==> src/hw/rtl/event_histogram_accumulator_assert.svh <==
// ---------------------------------------------------------------------------
// Assertion macros for the event histogram accumulator
// ---------------------------------------------------------------------------
`ifndef EVENT_HISTOGRAM_ACCUMULATOR_ASSERT_SVH
`define EVENT_HISTOGRAM_ACCUMULATOR_ASSERT_SVH

// same-cycle implication, checked out of reset
`define EHA_ASSERT_NOW(label, ante, cons, msg) \
    label: assert property (@(posedge aclk) disable iff (!aresetn) (ante) |-> (cons)) \
        else $error(msg);

// next-cycle implication, checked out of reset
`define EHA_ASSERT_NEXT(label, ante, cons, msg) \
    label: assert property (@(posedge aclk) disable iff (!aresetn) (ante) |=> (cons)) \
        else $error(msg);

`endif

==> src/hw/rtl/eha_pkg.sv <==
// ---------------------------------------------------------------------------
// eha_pkg
// Shared types, codes and arithmetic helpers of the histogram accumulator.
// ---------------------------------------------------------------------------
package eha_pkg;

    localparam int NBINS_DEFAULT = 64;

    localparam logic [1:0] MODE_FILL  = 2'd0;
    localparam logic [1:0] MODE_CLOSE = 2'd1;
    localparam logic [1:0] MODE_READ  = 2'd2;

    localparam logic [1:0] CFG_BIN_MIN       = 2'd0;
    localparam logic [1:0] CFG_BIN_INV_WIDTH = 2'd1;
    localparam logic [1:0] CFG_BINS_IN_USE   = 2'd2;

    localparam logic [31:0] BIN_MIN_RST       = 32'd0;
    localparam logic [31:0] BIN_INV_WIDTH_RST = 32'd65536;
    localparam logic [6:0]  BINS_IN_USE_RST   = 7'd64;

    // classified request, front to back
    typedef struct packed {
        logic [1:0]         mode;
        logic signed [31:0] x;
        logic signed [31:0] y;
        logic               hit;
        logic [31:0]        bin;
        logic [5:0]         sel;
    } cmd_t;

    // one bin's stored sums
    typedef struct packed {
        logic signed [47:0] xs;
        logic signed [47:0] ey;
        logic signed [47:0] ty;
        logic [63:0]        tsq;
        logic [31:0]        hits;
    } entry_t;

    function automatic logic [31:0] active_bins(logic [6:0] biu, logic [31:0] nb);
        logic [31:0] b;
        b = {25'd0, biu};
        return (b > nb) ? nb : b;
    endfunction

    function automatic logic signed [47:0] sat48_add(logic signed [47:0] a,
                                                     logic signed [47:0] b);
        logic signed [48:0] s;
        s = 49'(a) + 49'(b);
        if (s[48] != s[47])
            return s[48] ? {1'b1, 47'd0} : {1'b0, {47{1'b1}}};
        return s[47:0];
    endfunction

    function automatic logic [63:0] satu64_add(logic [63:0] a, logic [63:0] b);
        logic [64:0] s;
        s = {1'b0, a} + {1'b0, b};
        return s[64] ? '1 : s[63:0];
    endfunction

endpackage

==> src/hw/rtl/eha_front.sv <==
// ---------------------------------------------------------------------------
// eha_front
// Takes requests, computes the bin from x and the config, queues the result.
// ---------------------------------------------------------------------------
module eha_front #(
    parameter int NBINS = eha_pkg::NBINS_DEFAULT
) (
    input  logic               aclk,
    input  logic               aresetn,
    input  logic               s_valid,
    output logic               s_ready,
    input  logic [1:0]         s_mode,
    input  logic signed [31:0] s_x_value,
    input  logic signed [31:0] s_y_value,
    input  logic [5:0]         s_bin_select,
    input  logic signed [31:0] bin_min,
    input  logic [31:0]        bin_inv_width,
    input  logic [6:0]         bins_in_use,
    input  logic               clr_busy,
    input  logic               q_full,
    output logic               q_push,
    output eha_pkg::cmd_t      q_data
);
    import eha_pkg::*;

    logic               stg_valid_reg, stg_valid_next;
    logic [1:0]         stg_mode_reg;
    logic signed [31:0] stg_x_reg;
    logic signed [31:0] stg_y_reg;
    logic [5:0]         stg_sel_reg;

    logic signed [32:0] diff;
    logic [63:0]        prod;
    logic [31:0]        act;

    assign s_ready = !clr_busy && (!stg_valid_reg || !q_full);
    assign q_push  = stg_valid_reg && !q_full;

    always_comb begin
        stg_valid_next = stg_valid_reg;
        if (q_push) stg_valid_next = 1'b0;
        if (s_valid && s_ready) stg_valid_next = 1'b1;
    end

    always_ff @(posedge aclk) begin
        if (!aresetn) begin
            stg_valid_reg <= 1'b0;
        end else begin
            stg_valid_reg <= stg_valid_next;
        end
        if (s_valid && s_ready) begin
            stg_mode_reg <= s_mode;
            stg_x_reg    <= s_x_value;
            stg_y_reg    <= s_y_value;
            stg_sel_reg  <= s_bin_select;
        end
    end

    // floor((x - min) * inv / 2^32): negative offsets miss unless inv is zero
    always_comb begin
        diff = 33'(stg_x_reg) - 33'(bin_min);
        prod = 64'(diff[31:0]) * 64'(bin_inv_width);
        act  = active_bins(bins_in_use, 32'(NBINS));
        q_data.mode = stg_mode_reg;
        q_data.x    = stg_x_reg;
        q_data.y    = stg_y_reg;
        q_data.sel  = stg_sel_reg;
        q_data.bin  = 32'd0;
        q_data.hit  = 1'b0;
        if (!diff[32]) begin
            q_data.bin = prod[63:32];
            q_data.hit = prod[63:32] < act;
        end else if (bin_inv_width == 32'd0) begin
            q_data.hit = act != 32'd0;
        end
    end

endmodule

==> config.mk <==
export PLATFORM = sky130hd
export DESIGN_NAME = eha_front
export DESIGN_NICKNAME = d
export VERILOG_FILES = /design/src/hw/rtl/event_histogram_accumulator_assert.svh /design/src/hw/rtl/eha_pkg.sv /design/src/hw/rtl/eha_front.sv
export SDC_FILE = /design/constraint.sdc
export NUM_CORES = 2
export LEC_CHECK = 0
export BUFFER_PORTS_ARGS = -buffer_cell sky130_fd_sc_hd__buf_2
export CAP_MARGIN = 10
export CORE_MARGIN = 2
export CORE_UTILIZATION = 60
export DETAILED_ROUTE_END_ITERATION = 6
export PLACE_DENSITY = 0.79
export SETUP_SLACK_MARGIN = 0.15
export SLEW_MARGIN = 20
export SYNTH_ARGS = -nofsm -noshare
export SYNTH_HDL_FRONTEND = slang
export SYNTH_SLANG_ARGS = --single-unit
==> constraint.sdc <==
create_clock -name aclk -period 72.4 [get_ports aclk]
set_input_delay 21.72 -clock aclk [delete_from_list [all_inputs] [get_ports aclk]]
set_output_delay 21.72 -clock aclk [all_outputs]
set_load 0.01 [all_outputs]
### After elaboration in Yosys (flattened, before gate mapping)

Cells that the tools add are included.

| storage, ports and cells | value |
|---|---|
| register bits | 73 |
| input bits | 148 |
| output and inout bits | 107 |
| logic and storage cells | 25 |

| cells by class | value |
|---|---|
| $add $sub $neg | 1 |
| multiply operators | 1 |
| magnitude comparators | 2 |
| muxes and demuxes | 6 |
| reductions and logical operators | 10 |

Operator list:

| operator | count |
|---|---|
| 32-bit by 32-bit multiplier with 64-bit output | 1 |
| 32-bit by 32-bit subtractor with 33-bit output | 1 |
| 32-bit zero test | 1 |
| 32-bit by 7-bit less-than comparator with 1-bit output | 1 |
| 32-bit two-way mux | 1 |
| 32-bit nonzero test | 1 |
| 7-bit greater-than comparator (second input constant) | 1 |
| 7-bit two-way mux | 1 |
| 1-bit two-way mux | 4 |
| 1-bit logical AND | 3 |
| 1-bit zero test | 3 |
| 2-bit nonzero test | 1 |
| 1-bit logical OR | 1 |

### Longest topological paths before layout

| logic depth | value |
|---|---|
| depth in word-level cells | 5 |
| mapped depth | 48 |
| mapped depth without buffers | 46 |

### Worst setup path after synthesis

No wires, ideal clock.

| timing path | value |
|---|---|
| path kind | input port to output port |
| start | input port bin_min[2] |
| end | output port q_data[38] in the netlist's numbering |
| arrival time | 32.192 ns |
| required time | 50.680 ns |
| slack | 18.488 ns |
| stages on the path | 43 |
| buffers on the path | 1 |
| path through | inv_1 ha_1 nor2b_1 o21ai_1 a21boi_1 o21ai_1 a21boi_1 o21ai_1 nand3b_1 a21oi_1 o21bai_1 a21oi_1 buf_2 mux2_2 fa_1 fa_1 fa_1 inv_1 [7 not listed] ha_1 nand4_1 nor4_2 nand3_1 o32ai_2 nand2b_1 a21oi_1 xnor2_1 ha_1 a211o_1 nor4b_1 or3b_2 mux2_2 nand3_1 nand4_1 nor4b_2 nand4_1 o21ai_1 |

RTL lines:

| item | RTL line | text |
|---|---|---|
| start, declared | eha_front.sv:16 | `input logic signed [31:0] bin_min,` |
| end, declared | eha_front.sv:22 | `output eha_pkg::cmd_t q_data` |

==> flow_results.org <==
** Hold path
- Beginning of the worst hold path :: stg_valid_reg$_SDFFE_PN0P_
- The worst hold path terminates at stg_valid_reg$_SDFFE_PN0P_.
- Cells on Worst Hold Path :: 2
- The path class of the tightest hold or removal check is reg2reg.

** Flow run
- Max-cap violations in this run came to 0.

** Critical path
- For the worst setup path, the data required time is between 50 and 60 ns.
- Most prevalent standard cell on the critical path :: fa_1
- Capturing element type of the critical path :: output pin
- For the worst flop-to-flop path, the logic depth is 3.
- Maximum net fanout on the critical path :: 32
- The largest single stage delay on the critical path is 0.57 ns.
- STA classifies the critical path startpoint as an input pin.
- For this design, the slowest cell found on the critical path is fa_1.
- Arrival time of data at the critical path endpoint :: ~34 ns
- In this run the critical register-to-register path is launched from stg_valid_reg$_SDFFE_PN0P_.
- Flop-to-flop setup slack :: roughly 70 ns
- The worst setup path is of the in2out kind.
- The worst register-to-register path ends at stg_x_reg[7]$_DFFE_PP_.

** CTS
- Worst skew pair latency :: approximately 0.34 ns
- CTS built an H-tree with a depth of 3.
- After clock tree synthesis, the clock-pin slew on the worst setup and hold paths is around 0.06 ns.
- CTS resizes :: 0
- TritonCTS clock tree :: built
- Number of hold-repair buffers added at the cts stage :: 0
- The number of setup buffers added after CTS is 0.
- Clock Path Buffers :: 2
- Clock buffer count from CTS :: 9
- The cell sitting at the root of the clock tree is a clkbuf_16.
- Counting every sink on the clock net gives 73.

** Die
- For this design the top-level I/O count stands at roughly 260.
- In this run the core area contains 94 standard-cell rows.
- The floorplan step defined a die boundary enclosing 68800 µm².
- For this configuration, the core starts out at a cell density of 60.8%.
- From left edge to right edge, the die measures 262 µm.
- Die Span Y :: about 260 µm
- Core region area :: about 66000 µm²

** Cells and area
- The net count of the finished layout is 5873.
- Leaving out filler cells and counting taps, the final layout contains roughly 5400.
- Summing all flip-flop and latch instances after layout gives approximately 2200 µm².
- The area growth from synthesis to layout is 5.31%.
- Fillers :: 5440
- Most frequent cells in the layout :: inv_1, fa_1, nand2_1
- Ratio of cells with drive above 1 in the final layout :: slightly above 9%
- In the final layout, the multi-input gates occupy 33400 µm².
- Most frequent standard cell in the layout excluding fill and tap cells :: inv_1

** Routing
- Summed over all layers, the routed wires come to between 100 and 150 mm.
- Total via count in the routed design :: approximately 31000
- The pre-antenna-repair detailed-routing pass consisted of 5 iterations.
- For this block, the initial DRC count from the detailed router was 2724.
- Per-cell via count in the routed design :: approximately 5.8
- After detailed routing, the number of remaining DRC violations is 0.
- Wire length per cell :: approximately 20 µm
- Once detail routing completed, the nets flagged for antenna violations numbered 0.

** STA
- Worst Max-Slew Pin Slew :: around 1.0 ns
- In this run the tightest slew margin relative to its limit is 31.7%.
- Derived from the worst setup path, the maximum achievable clock frequency is roughly 18 MHz.
- Final total negative setup slack :: 0 ns
- The clock arrives with around 0.0084 ns of skew.
- Portion of the clock cycle consumed by the worst path in the final layout :: just under 80%
- Setup violations remaining at the end of the flow were counted as 0.
- The clock period could shrink to between 50 and 60 ns.
- The final number of max-transition violations came to 0.
- The number of endpoints with negative hold slack in the final report is 0.
- Setup repair after global routing left no endpoint under its margin.

** Global routing
- Total overflow reported by the global router :: 0
- Most Used Layer, Global Route :: met2
- For this run, global-route usage on met3 was measured as 5.43%.
- Initial antenna violation count :: 3
- The number of global-route vias before repair came to 33774.
- The first global-routing pass estimated ~180 mm of wire.
- Tot GR Track Use :: approximately a third
- Entering global routing, the biggest net connects between 60 and 70 pins.
- In the global route stage, met2 resource usage came out at a little under three fifths.
- Met1 Usage GRT :: between 40% and 50%

** Outcome
- Status :: finished clean

** Placement
- Placed Cells incl. Taps :: approximately 5400
- Detailed placement finished with a half-perimeter wire length of approximately 87 mm.
- During placement, the flow inserted port buffers numbering roughly 250.
- Routability-driven placement finished with a final weighted congestion of 0.933.

** Synthesis
- Netlist area before placement :: about 40000 µm²
- The most used flip-flop cell after synthesis is edfxtp_1.
- Of all flip-flops after synthesis, the portion carrying an async set or reset was 0%.
- Count of flip-flops with a built-in enable after synthesis :: just over 70
- For this run, the number of Yosys warnings is 0.
- Post-Synthesis Mean Instance Area :: around 8.9 µm²
- Gate count after technology mapping :: 4509
- Sequential cell area fraction in the yosys report :: about 5.4%
- Synthesis instantiated 86 different standard cells from the library.
- Register bit total from synthesis :: 73
- Mapped Nets :: approximately 5900
[per-layer routing]
layer,wire length (µm),up-vias,part of all wire [%]
met5,11,-,0.010
met4,3510,2,3.2
met3,9370,256,8.5
met2,54500,1375,50
met1,42600,16077,39
li1,-,13734,-
[per-stage QoR]
stage	instance area, µm²	utilization, %	hold WS, ns	worst slack (ns)
5_1_grt	42200	64.0	0.590	15.67
2_1_floorplan	40000	-	0.493	18.49
3_3_place_gp	41900	63.5	0.517	16.88
4_1_cts	42200	64.0	0.532	16.69
6_report	42200	64.0	0.547	16.57
3_5_place_dp	41900	63.5	0.522	16.82
[synth_stat cells, drive strengths merged, types with 54 or more instances]
| cell type | count | area share [%] |
|---|---|---|
| fa | 896 | 45 |
| edfxtp | 72 | 5.4 |
| nor2b | 93 | 1.5 |
| inv | 938 | 8.8 |
| nand3 | 82 | 1.0 |
| ha | 298 | 9.3 |
| nand2 | 619 | 5.8 |
| nand2b | 98 | 1.5 |
| and2 | 387 | 6.0 |
| clkbuf | 265 | 2.5 |
| a21oi | 93 | 1.2 |
| nor2 | 85 | 0.80 |
| o21ai | 54 | 0.68 |
[worst max path at each step]
stage	cells past startpoint	slack, ns	end	start
after global routing	45	15.67	q_data[38]	bin_min[2]
after floorplan	43	18.49	q_data[38]	bin_min[2]
after global placement	45	16.88	q_data[38]	bin_min[2]
after CTS	44	16.69	q_data[38]	bin_min[0]
after detailed placement	44	16.82	q_data[38]	bin_min[0]
final	44	16.57	q_data[38]	bin_min[0]
[critical path, delay by kind of cell]
| kind | cells | cell delay, ns |
|---|---|---|
| simple gates | 13 | 3.43 |
| xor+xnor | 2 | 0.31 |
| fa+ha+maj | 12 | 5.25 |
| buf+inv | 5 | 0.61 |
| mux | 1 | 0.27 |
| compound gates | 11 | 2.44 |
[logic make-up (layout without fill, tap and decap cells)]
kind of cell	after synthesis	count (layout)	synth area share, %
buffers and inverters	1236	1263	11.7
flip-flops	73	73	5.45
AO/OA/AOI/OAI	347	347	6.01
XOR/XNOR	51	51	1.12
AND/OR/NAND/NOR	1542	1542	19.9
other	0	3	0
adder cells (fa/ha/maj)	1194	1194	54.1
multiplexers	66	66	1.72
[cell type report]
cell class,instances,share of cell area (%)
sequential,73,5.17
multi-input combinational,3200,79.2
antenna,3,0.0178
inverter,938,8.35
clock inverter,6,0.178
timing repair buffer,309,3.99
tap,864,2.56
clock buffer,10,0.543
Power is left out: the tool's default activity adds up to more than one toggle a clock period on the data nets, which glitch-free logic cannot reach.
