`config.mk`:
```
export PLATFORM = sky130hd
export DESIGN_NAME = eha_queue
export DESIGN_NICKNAME = d
export VERILOG_FILES = /design/src/hw/rtl/event_histogram_accumulator_assert.svh /design/src/hw/rtl/eha_pkg.sv /design/src/hw/rtl/eha_queue.sv
export SDC_FILE = /design/constraint.sdc
export NUM_CORES = 1
export LEC_CHECK = 0
export BUFFER_PORTS_ARGS = -buffer_cell sky130_fd_sc_hd__buf_2
export CAP_MARGIN = 20
export CORE_ASPECT_RATIO = 1.1
export CORE_MARGIN = 8
export CORE_UTILIZATION = 52
export DETAILED_ROUTE_END_ITERATION = 12
export PLACE_DENSITY = 0.79
export RECOVER_POWER = 50
export SLEW_MARGIN = 20
export SYNTH_ARGS = -nofsm -noshare
export SYNTH_HDL_FRONTEND = slang
export SYNTH_SLANG_ARGS = --single-unit
```
`constraint.sdc`:
```
create_clock -name aclk -period 4.55 [get_ports aclk]
set_input_delay 0.6825 -clock aclk [delete_from_list [all_inputs] [get_ports aclk]]
set_output_delay 0.6825 -clock aclk [all_outputs]
set_load 0.05 [all_outputs]
```
`src/hw/rtl/event_histogram_accumulator_assert.svh`:
```
// ---------------------------------------------------------------------------
// Assertion macros for the event histogram accumulator
// ---------------------------------------------------------------------------
`ifndef EVENT_HISTOGRAM_ACCUMULATOR_ASSERT_SVH
`define EVENT_HISTOGRAM_ACCUMULATOR_ASSERT_SVH

// same-cycle implication, checked out of reset
`define EHA_ASSERT_NOW(label, ante, cons, msg) \
    label: assert property (@(posedge aclk) disable iff (!aresetn) (ante) |-> (cons)) \
        else $error(msg);

// next-cycle implication, checked out of reset
`define EHA_ASSERT_NEXT(label, ante, cons, msg) \
    label: assert property (@(posedge aclk) disable iff (!aresetn) (ante) |=> (cons)) \
        else $error(msg);

`endif

```
`src/hw/rtl/eha_pkg.sv`:
```
// ---------------------------------------------------------------------------
// eha_pkg
// Shared types, codes and arithmetic helpers of the histogram accumulator.
// ---------------------------------------------------------------------------
package eha_pkg;

    localparam int NBINS_DEFAULT = 64;

    localparam logic [1:0] MODE_FILL  = 2'd0;
    localparam logic [1:0] MODE_CLOSE = 2'd1;
    localparam logic [1:0] MODE_READ  = 2'd2;

    localparam logic [1:0] CFG_BIN_MIN       = 2'd0;
    localparam logic [1:0] CFG_BIN_INV_WIDTH = 2'd1;
    localparam logic [1:0] CFG_BINS_IN_USE   = 2'd2;

    localparam logic [31:0] BIN_MIN_RST       = 32'd0;
    localparam logic [31:0] BIN_INV_WIDTH_RST = 32'd65536;
    localparam logic [6:0]  BINS_IN_USE_RST   = 7'd64;

    // classified request, front to back
    typedef struct packed {
        logic [1:0]         mode;
        logic signed [31:0] x;
        logic signed [31:0] y;
        logic               hit;
        logic [31:0]        bin;
        logic [5:0]         sel;
    } cmd_t;

    // one bin's stored sums
    typedef struct packed {
        logic signed [47:0] xs;
        logic signed [47:0] ey;
        logic signed [47:0] ty;
        logic [63:0]        tsq;
        logic [31:0]        hits;
    } entry_t;

    function automatic logic [31:0] active_bins(logic [6:0] biu, logic [31:0] nb);
        logic [31:0] b;
        b = {25'd0, biu};
        return (b > nb) ? nb : b;
    endfunction

    function automatic logic signed [47:0] sat48_add(logic signed [47:0] a,
                                                     logic signed [47:0] b);
        logic signed [48:0] s;
        s = 49'(a) + 49'(b);
        if (s[48] != s[47])
            return s[48] ? {1'b1, 47'd0} : {1'b0, {47{1'b1}}};
        return s[47:0];
    endfunction

    function automatic logic [63:0] satu64_add(logic [63:0] a, logic [63:0] b);
        logic [64:0] s;
        s = {1'b0, a} + {1'b0, b};
        return s[64] ? '1 : s[63:0];
    endfunction

endpackage

```
`src/hw/rtl/eha_queue.sv`:
```
// ---------------------------------------------------------------------------
// eha_queue
// Two-entry request queue between the classify front and the update back.
// ---------------------------------------------------------------------------
module eha_queue (
    input  logic          aclk,
    input  logic          aresetn,
    input  logic          push,
    input  eha_pkg::cmd_t push_data,
    input  logic          pop,
    output eha_pkg::cmd_t pop_data,
    output logic          full,
    output logic          empty
);
    import eha_pkg::*;

    cmd_t       slot_reg [2];
    logic       wr_ptr_reg, wr_ptr_next;
    logic       rd_ptr_reg, rd_ptr_next;
    logic [1:0] count_reg, count_next;

    always_comb begin
        wr_ptr_next = wr_ptr_reg ^ push;
        rd_ptr_next = rd_ptr_reg ^ pop;
        count_next  = count_reg + {1'b0, push} - {1'b0, pop};
    end

    always_ff @(posedge aclk) begin
        if (!aresetn) begin
            wr_ptr_reg <= 1'b0;
            rd_ptr_reg <= 1'b0;
            count_reg  <= 2'd0;
        end else begin
            wr_ptr_reg <= wr_ptr_next;
            rd_ptr_reg <= rd_ptr_next;
            count_reg  <= count_next;
        end
        if (push) begin
            slot_reg[wr_ptr_reg] <= push_data;
        end
    end

    assign pop_data = slot_reg[rd_ptr_reg];
    assign full     = count_reg == 2'd2;
    assign empty    = count_reg == 2'd0;

endmodule

```
## After elaboration in Yosys (flattened, before gate mapping)

Memories as Yosys holds them, arrays and structs flattened. A register that Yosys moved wholly into a read port is not among the register bits.
Index checks and enable logic that the tools add are counted.

- Add/subtract/negate cells: 2
- Equal/unequal tests: 1
- Muxes and demuxes: 3
- Bitwise logic cells: 2
- Reductions and logical operators: 1

Operators with widths:

| kind | count |
|---|---|
| 1-bit two-way mux | 3 |
| 2-bit by 1-bit adder with 2-bit output | 1 |
| 2-bit == test (second input constant) | 1 |
| 2-bit zero test | 1 |
| 2-bit by 1-bit subtractor with 2-bit output | 1 |
| 1-bit bitwise XOR | 2 |

- Bits in registers: 4
- Memory bits (writable): 210
- Output and inout bits: 107
- Logic and storage cells: 13
- Memories kept: 1

Memory list:

| name | words | width | rd ports | clocked after Yosys merged registers in | write ports | line | text |
|---|---|---|---|---|---|---|---|
| slot_reg | 2 | 105 | 1 | 1 | 1 | eha_queue.sv:17 | `cmd_t slot_reg [2];` |

## Depth between registers and ports, before layout

Gate-level depths: netlist of run 1.

- Depth in word-level cells: 2
- Gate-level depth with buffers: 6
- Gate-level depth less buffers: 6

## Least setup slack after synthesis of run 1

OpenSTA, ideal clock, no wires.

- Path kind: input to register
- Start point: input push
- End point: memory slot_reg[0][0] in the netlist's numbering, enable pin
- Library setup time: 0.476 ns
- Arrival time: 3.163 ns
- Setup slack: 0.910 ns
- Stages on the path: 1
- Buffers on the path: 0
- Cell sequence: ha_1

- Word-level cells in the longest chain between the ends: 2

RTL lines:

| element | line | text |
|---|---|---|
| start, declared | eha_queue.sv:8 | `input logic push,` |
| 1-bit two-way mux | eha_queue.sv:38 | `if (push) begin` |
| 1-bit two-way mux (not written as such) | eha_queue.sv:39 | `slot_reg[wr_ptr_reg] <= push_data;` |
| end, declared | eha_queue.sv:17 |  |

Every way passes these cells.

==> results of run 1 <==
## power by group through the flow
stage / registers [mW] / clock network (mW) / logic (mW)
6_report: 2.36 / 1.46 / 0.830
5_1_grt: 2.37 / 1.57 / 0.871
4_1_cts: 2.36 / 1.50 / 0.848
3_5_place_dp: 2.41 / 0 / 0.845
3_3_place_gp: 2.40 / 0 / 0.834
2_1_floorplan: 2.39 / 0 / 0.672
## metal layers
metal	GRT usage (%)	wire length, µm	vias up
met3	5.97	1580	19
li1	-	-	1831
met1	16.6	5630	1989
met4	4.10	209	2
met5	0	13	-
met2	25.7	7660	174
## worst max path at each step
stage              from             end  slack, ns  depth (start not counted)
3_5_place_dp   register     pop_data[7]       1.98                          3
4_1_cts        register     pop_data[7]       1.48                          3
3_3_place_gp   register    pop_data[10]       2.03                          3
6_report       register     pop_data[1]       1.51                          3
5_1_grt        register   pop_data[104]       1.37                          3
2_1_floorplan      push  slot_reg[0][0]       0.91                          1
## final cells by class
class	instances	share of cell area [%]
multi-input combinational	118	15.2
sequential	215	65.3
clock inverter	11	0.471
timing repair buffer	221	11.0
tap	196	2.50
inverter	3	0.115
clock buffer	23	5.43
## stage by stage
stage          worst slack, ns  hold slack, ns  util (%)  cell area [µm²]  power, mW
6_report                  1.51           0.394      65.0             9820       4.66
4_1_cts                   1.48           0.378      65.4             9890       4.71
3_5_place_dp              1.98           0.558      61.6             9310       3.25
2_1_floorplan            0.910           0.521         -             8060       3.06
5_1_grt                   1.37           0.373      65.0             9820       4.82
3_3_place_gp              2.03           0.559      61.6             9310       3.23
## cells in the mapped netlist
cell | count | area, µm²
nor2b_1 | 3 | 18.8
buf_8 | 1 | 15.0
ha_1 | 4 | 50.1
buf_6 | 1 | 11.3
inv_1 | 3 | 11.3
and2_1 | 3 | 18.8
mux2_4 | 50 | 751
edfxtp_1 | 210 | 6310
mux2_2 | 55 | 619
xnor3_1 | 1 | 22.5
nor2_1 | 1 | 3.75
xor2_1 | 1 | 8.76
buf_12 | 5 | 100
dfxtp_1 | 5 | 100
buf_2 | 5 | 25.0
## cells by family after synthesis
| kind of cell | after synthesis | share of synthesized area [%] |
|---|---|---|
| adders and majority gates | 4 | 0.621 |
| DFF | 215 | 79.5 |
| muxes | 105 | 17.0 |
| xor gates and xnor gates | 2 | 0.388 |
| and+or+nand+nor | 7 | 0.512 |
| buffers and inverters | 15 | 2.02 |
## worst max-delay path, stage by stage, from the launching register on
cell and delay, ns:
dfxtp_4 0.77, buf_12 0.41, mux2_2 0.39, buf_2 0.21
==> results.md, run 1 <==
- Setup bufs post-CTS: 0
- Maxcap violations: 2
- Grt ovf: 0
- # hold bufs at CTS: 0
- Max-slew violations: 112
- Failing checks: capacitance limit, slew limit
- Sw power: 1.26 mW
- Worst r2r path cells: 3
- Number of remaining DRC errors: 0
- Routed via count: 4015
- Hold Path End: slot_reg[0][17]
- Initial antenna violation count: 1
- Core Box Area: 0.0151 mm²
- Mapped cell area: 0.00806 mm²
- Clk_lat worst skew: 0.47 ns
- Crit. End Element: output port
- Largest net degree at the start of global routing: 80
- WL/cell: 19.2 µm
- Clock slew at reported path FFs: 0.06 ns
- Hold Crit Class: in2reg
- R2r setup slk: 1.84 ns
- Number of H-tree levels: 1
- Num CTS Buffers: 21
- Maximum root-to-sink buffer count: 3
- Fmax: 329 MHz
- Root Driver: clkbuf_16
- Register area share after synthesis: 79.5%
- Sequential cell fraction of total power: 50.7%
- Detail Route Antenna Nets: 0
- Leakage: 3.70 nW
- Count of final setup violators: 0
- # fillers: 1051
- Worst flop-to-flop path endpoint: slot_reg[1][73]
- Worst setup SP type: register
- P&R area growth vs syn: 21.9%
- Drt first pass iters: 4
- Antenna Cells: 0
- Status: finished, violations left
- Sequential Area: 0.00641 mm²
- Initial core utilization: 53.3%
- RSZ-0062 raised after global routing: no
- Gpl congestion: 0.721
- Aggregate global-route resource usage: 14.9%
- Die height: 147 µm
- R2R Path Start: wr_ptr_reg
- Clk sink count: 215
- Max reg flops: 210
- Worst EP required: 3.87 ns
- Die width: 135 µm
- Max_slew headroom: -22.6%
- Worst-path maximum fanout: 59
- Multi-input gate area: 0.00150 mm²
- Synth unique cells: 15
- P_int: 3.40 mW
- Initial DRC Count: 172
- Seq cells post-synth: 215
- Vias in the first global route: 4484
- Cells after Synth: 348
- Arr. time, crit path: 2.35 ns
- Post-Syn Area per Cell: 23.2 µm²
- Setup CP Type: reg2out
- CTS tree: yes
- Final hold vios: 0
- Die Area: 0.0197 mm²
- Final min period: 3.04 ns
- WHS Path Cells: 1
- Post-DP HPWL: 10600 µm
- Layout cells sized above 1: 51.1%
- Vias per cell: 5.10
- PwrDens: 474 mW/mm²
- Clock power share: 31.4%
- First-pass GRT wire length: 23200 µm
- Fin crit share: 66.8%
- Site Rows: 47
- Final WL: 15100 µm
- Setup TNS: 0 ns
- Sw Share: 27.0%
- Number of cells upsized or downsized after cts: 0
- Synthesis Warnings: 0
- Dpl cells: 752
- Ports: 216
- Syn Nets: 461
- Combinational Power Share: 17.8%
- Commonest non-fill, non-tap cells in the layout: 210 x edfxtp_1, 164 x buf_2, 55 x mux2_2
- Worst Skew: 0.00824 ns
- Hold_sp: push_data[17]
- Net count, final: 693
- PortBufs: 215
- Worst slew pin tran: 1.84 ns
- Peak supply drop: 448 µV
- Commonest non-fill, non-tap cell in the layout: edfxtp_1
- Post-Layout Cell Count: 787
No activity file was read; power rests on OpenSTA's default activity.
==> run 2, diff against run 1 <==
Settings changed: CORE_UTILIZATION 52 to 47, PLACE_DENSITY 0.79 to 0.75.
Clock period 4.55 ns to 2.59 ns, I/O delays scaled along.
==> run 2 against run 1 <==
Compared with the run above:
- the run ends with slew limit left
- combinational power increased by 77%
- critical path depth unchanged
- cell count increased by 1.5%
- setup slack got worse by 1.3 ns
- register-to-register slack got worse by 1.4 ns
- via count decreased by 1.2%
- sequential share of layout area decreased by 0.51 points
- sequential power increased by 75%
- global-route usage decreased by 1.4 points
- clock skew increased by 0.013 ns
- wire length about the same
- critical path type unchanged
- largest cell class unchanged
==> results.md, run 2 (synthesis results as in run 1) <==
- Failing checks: slew limit
- Gpl congestion: 0.723 (+0.26%)
- Worst Skew: 0.0210 ns (+0.0128 ns)
- Net count, final: 691 (-0.29%)
- Critical path's top delay family: buffers and inverters
- Max reg flops: 210 (unchanged)
- Setup TNS: 0 ns (unchanged)
- Aggregate global-route resource usage: 13.5% (-1.4 points)
- Vias per cell: 4.96 (-2.7%)
- First-pass GRT wire length: 23200 µm (-0.15%)
- Commonest non-fill, non-tap cell in the layout: edfxtp_1
- Die width: 141 µm (+4.6%)
- Crit path cell chain: buf_12 -> mux2_2 -> buf_2
- Clock power share: 33.7% (+2.3 points)
- Final WL: 15100 µm (about the same)
- PortBufs: 215 (unchanged)
- Worst setup SP type: register
- Num CTS Buffers: 21 (unchanged)
- CP Buf/Inv Count: 2 (unchanged)
- Crit path largest cell delay: 0.47 ns (-0.30 ns)
- Worst EP required: 2.20 ns (-1.67 ns)
- Maxcap violations: 0 (-2)
- Commonest non-fill, non-tap cells in the layout: 210 x edfxtp_1, 156 x buf_2, 61 x clkbuf_1
- Count of final setup violators: 0 (unchanged)
- Worst slew pin tran: 1.51 ns (-0.327 ns)
- Die height: 153 µm (+4.6%)
- Worst-path maximum fanout: 50 (-15%)
- Die Area: 0.0216 mm² (+9.4%)
- PwrDens: 853 mW/mm² (+80%)
- Vias in the first global route: 4419 (-1.4%)
- Clk sink count: 215 (unchanged)
- Number of remaining DRC errors: 0 (unchanged)
- Crit. End Element: output port
- Slowest stage cell, crit path: dfxtp_4
- Status: finished, violations left
- Fin crit share: 90.4%
- Layout cells sized above 1: 49.7% (-1.4 points)
- Post-route cell area: 0.00990 mm² (+0.79%)
- Final hold vios: 0 (unchanged)
- Post-layout util: 58.6% (-6.4 points)
- Setup CP Type: reg2out
- RSZ-0062 raised after global routing: no
- Sw Share: 26.7% (-0.27 points)
- P_int: 6.19 mW (+82%)
- Clk_lat worst skew: 0.49 ns (+0.02 ns)
- Root Driver: clkbuf_16
- Arr. time, crit path: 1.95 ns (-0.40 ns)
- Leakage: 3.69 nW (about the same)
- Number of cells upsized or downsized after cts: 0 (unchanged)
- Dpl cells: 763 (+1.5%)
- Combinational Power Share: 17.5% (-0.3 points)
- Sequential cell fraction of total power: 48.9% (-1.8 points)
- Final min period: 2.34 ns
- WL/cell: 18.9 µm (-1.4%)
- Post-DP HPWL: 10300 µm (-3.0%)
- CTS tree: yes
- Initial antenna violation count: 0 (-1)
- Peak supply drop: 610 µV (+36%)
- Core Box Area: 0.0169 mm² (+12%)
- Site Rows: 50 (+6.4%)
- Fmax: 427 MHz
- P&R area growth vs syn: 22.8%
- Antenna Cells: 0 (unchanged)
- # fillers: 1290 (+23%)
- Clock slew at reported path FFs: 0.06 ns (about the same)
- Setup bufs post-CTS: 0 (unchanged)
- Ports: 216 (unchanged)
- Maximum root-to-sink buffer count: 3 (unchanged)
- Initial core utilization: 47.7% (-5.6 points)
- Drt first pass iters: 6 (+2)
- Number of H-tree levels: 1 (unchanged)
- Hold Crit Class: in2reg
- DP Area: 0.00936 mm² (+0.48%)
- Detail Route Antenna Nets: 0 (unchanged)
- Largest net degree at the start of global routing: 106 (+33%)
- Sw power: 2.26 mW (+80%)
- Grt ovf: 0 (unchanged)
- Post-Layout Cell Count: 799 (+1.5%)
- Routed via count: 3966 (-1.2%)
- # hold bufs at CTS: 0 (unchanged)
- Max-slew violations: 105 (-6.3%)
- Max_slew headroom: -0.814% (+22 points)
- Initial DRC Count: 148 (-14%)
[run 2: per-layer routing]
layer	wire length (µm)	part of all wire [%]	up-vias	GRT usage, %
li1	-	-	1835	-
met1	5800	38	1939	14.7
met2	7610	50	167	23.9
met3	1400	9.3	25	4.95
met4	297	2.0	0	4.15
met5	0	0	-	0
[run 2: power groups by stage]
stage          sequential, mW  clock [mW]  combinational, mW
4_1_cts                  4.13        2.93               1.51
3_5_place_dp             4.20           0               1.51
6_report                 4.13        2.84               1.47
3_3_place_gp             4.19           0               1.49
2_1_floorplan            4.18           0               1.18
5_1_grt                  4.15        3.04               1.55
[run 2: worst paths after layout]
kind | startpoint | to | slack (ns) | depth (start not counted)
worst min-delay path | push_data[11] | slot_reg[1][11] | 0.08 | 1
worst max-delay path | register | pop_data[1] | 0.25 | 3
worst min register to register | rd_ptr_reg | register | 0.57 | 2
worst max register to register | wr_ptr_reg | slot_reg[1][65] | 0.47 | 2
[run 2: area by class of cell]
| class | count | area [µm²] | share of cell area, % |
|---|---|---|---|
| clock inverter | 10 | 97.6 | 0.986 |
| multi-input combinational | 118 | 1510 | 15.2 |
| tap | 208 | 260 | 2.63 |
| timing repair buffer | 219 | 1070 | 10.8 |
| sequential | 215 | 6410 | 64.7 |
| inverter | 3 | 11.3 | 0.114 |
| clock buffer | 26 | 544 | 5.50 |
[run 2: stage by stage]
stage | worst slack, ns | hold WS, ns | power [mW]
after floorplan | 0.385 | 0.487 | 5.36
after global placement | 0.781 | 0.566 | 5.67
after detailed placement | 0.773 | 0.558 | 5.71
after CTS | 0.228 | 0.0561 | 8.57
after global routing | 0.183 | 0.0608 | 8.74
final | 0.248 | 0.0836 | 8.45
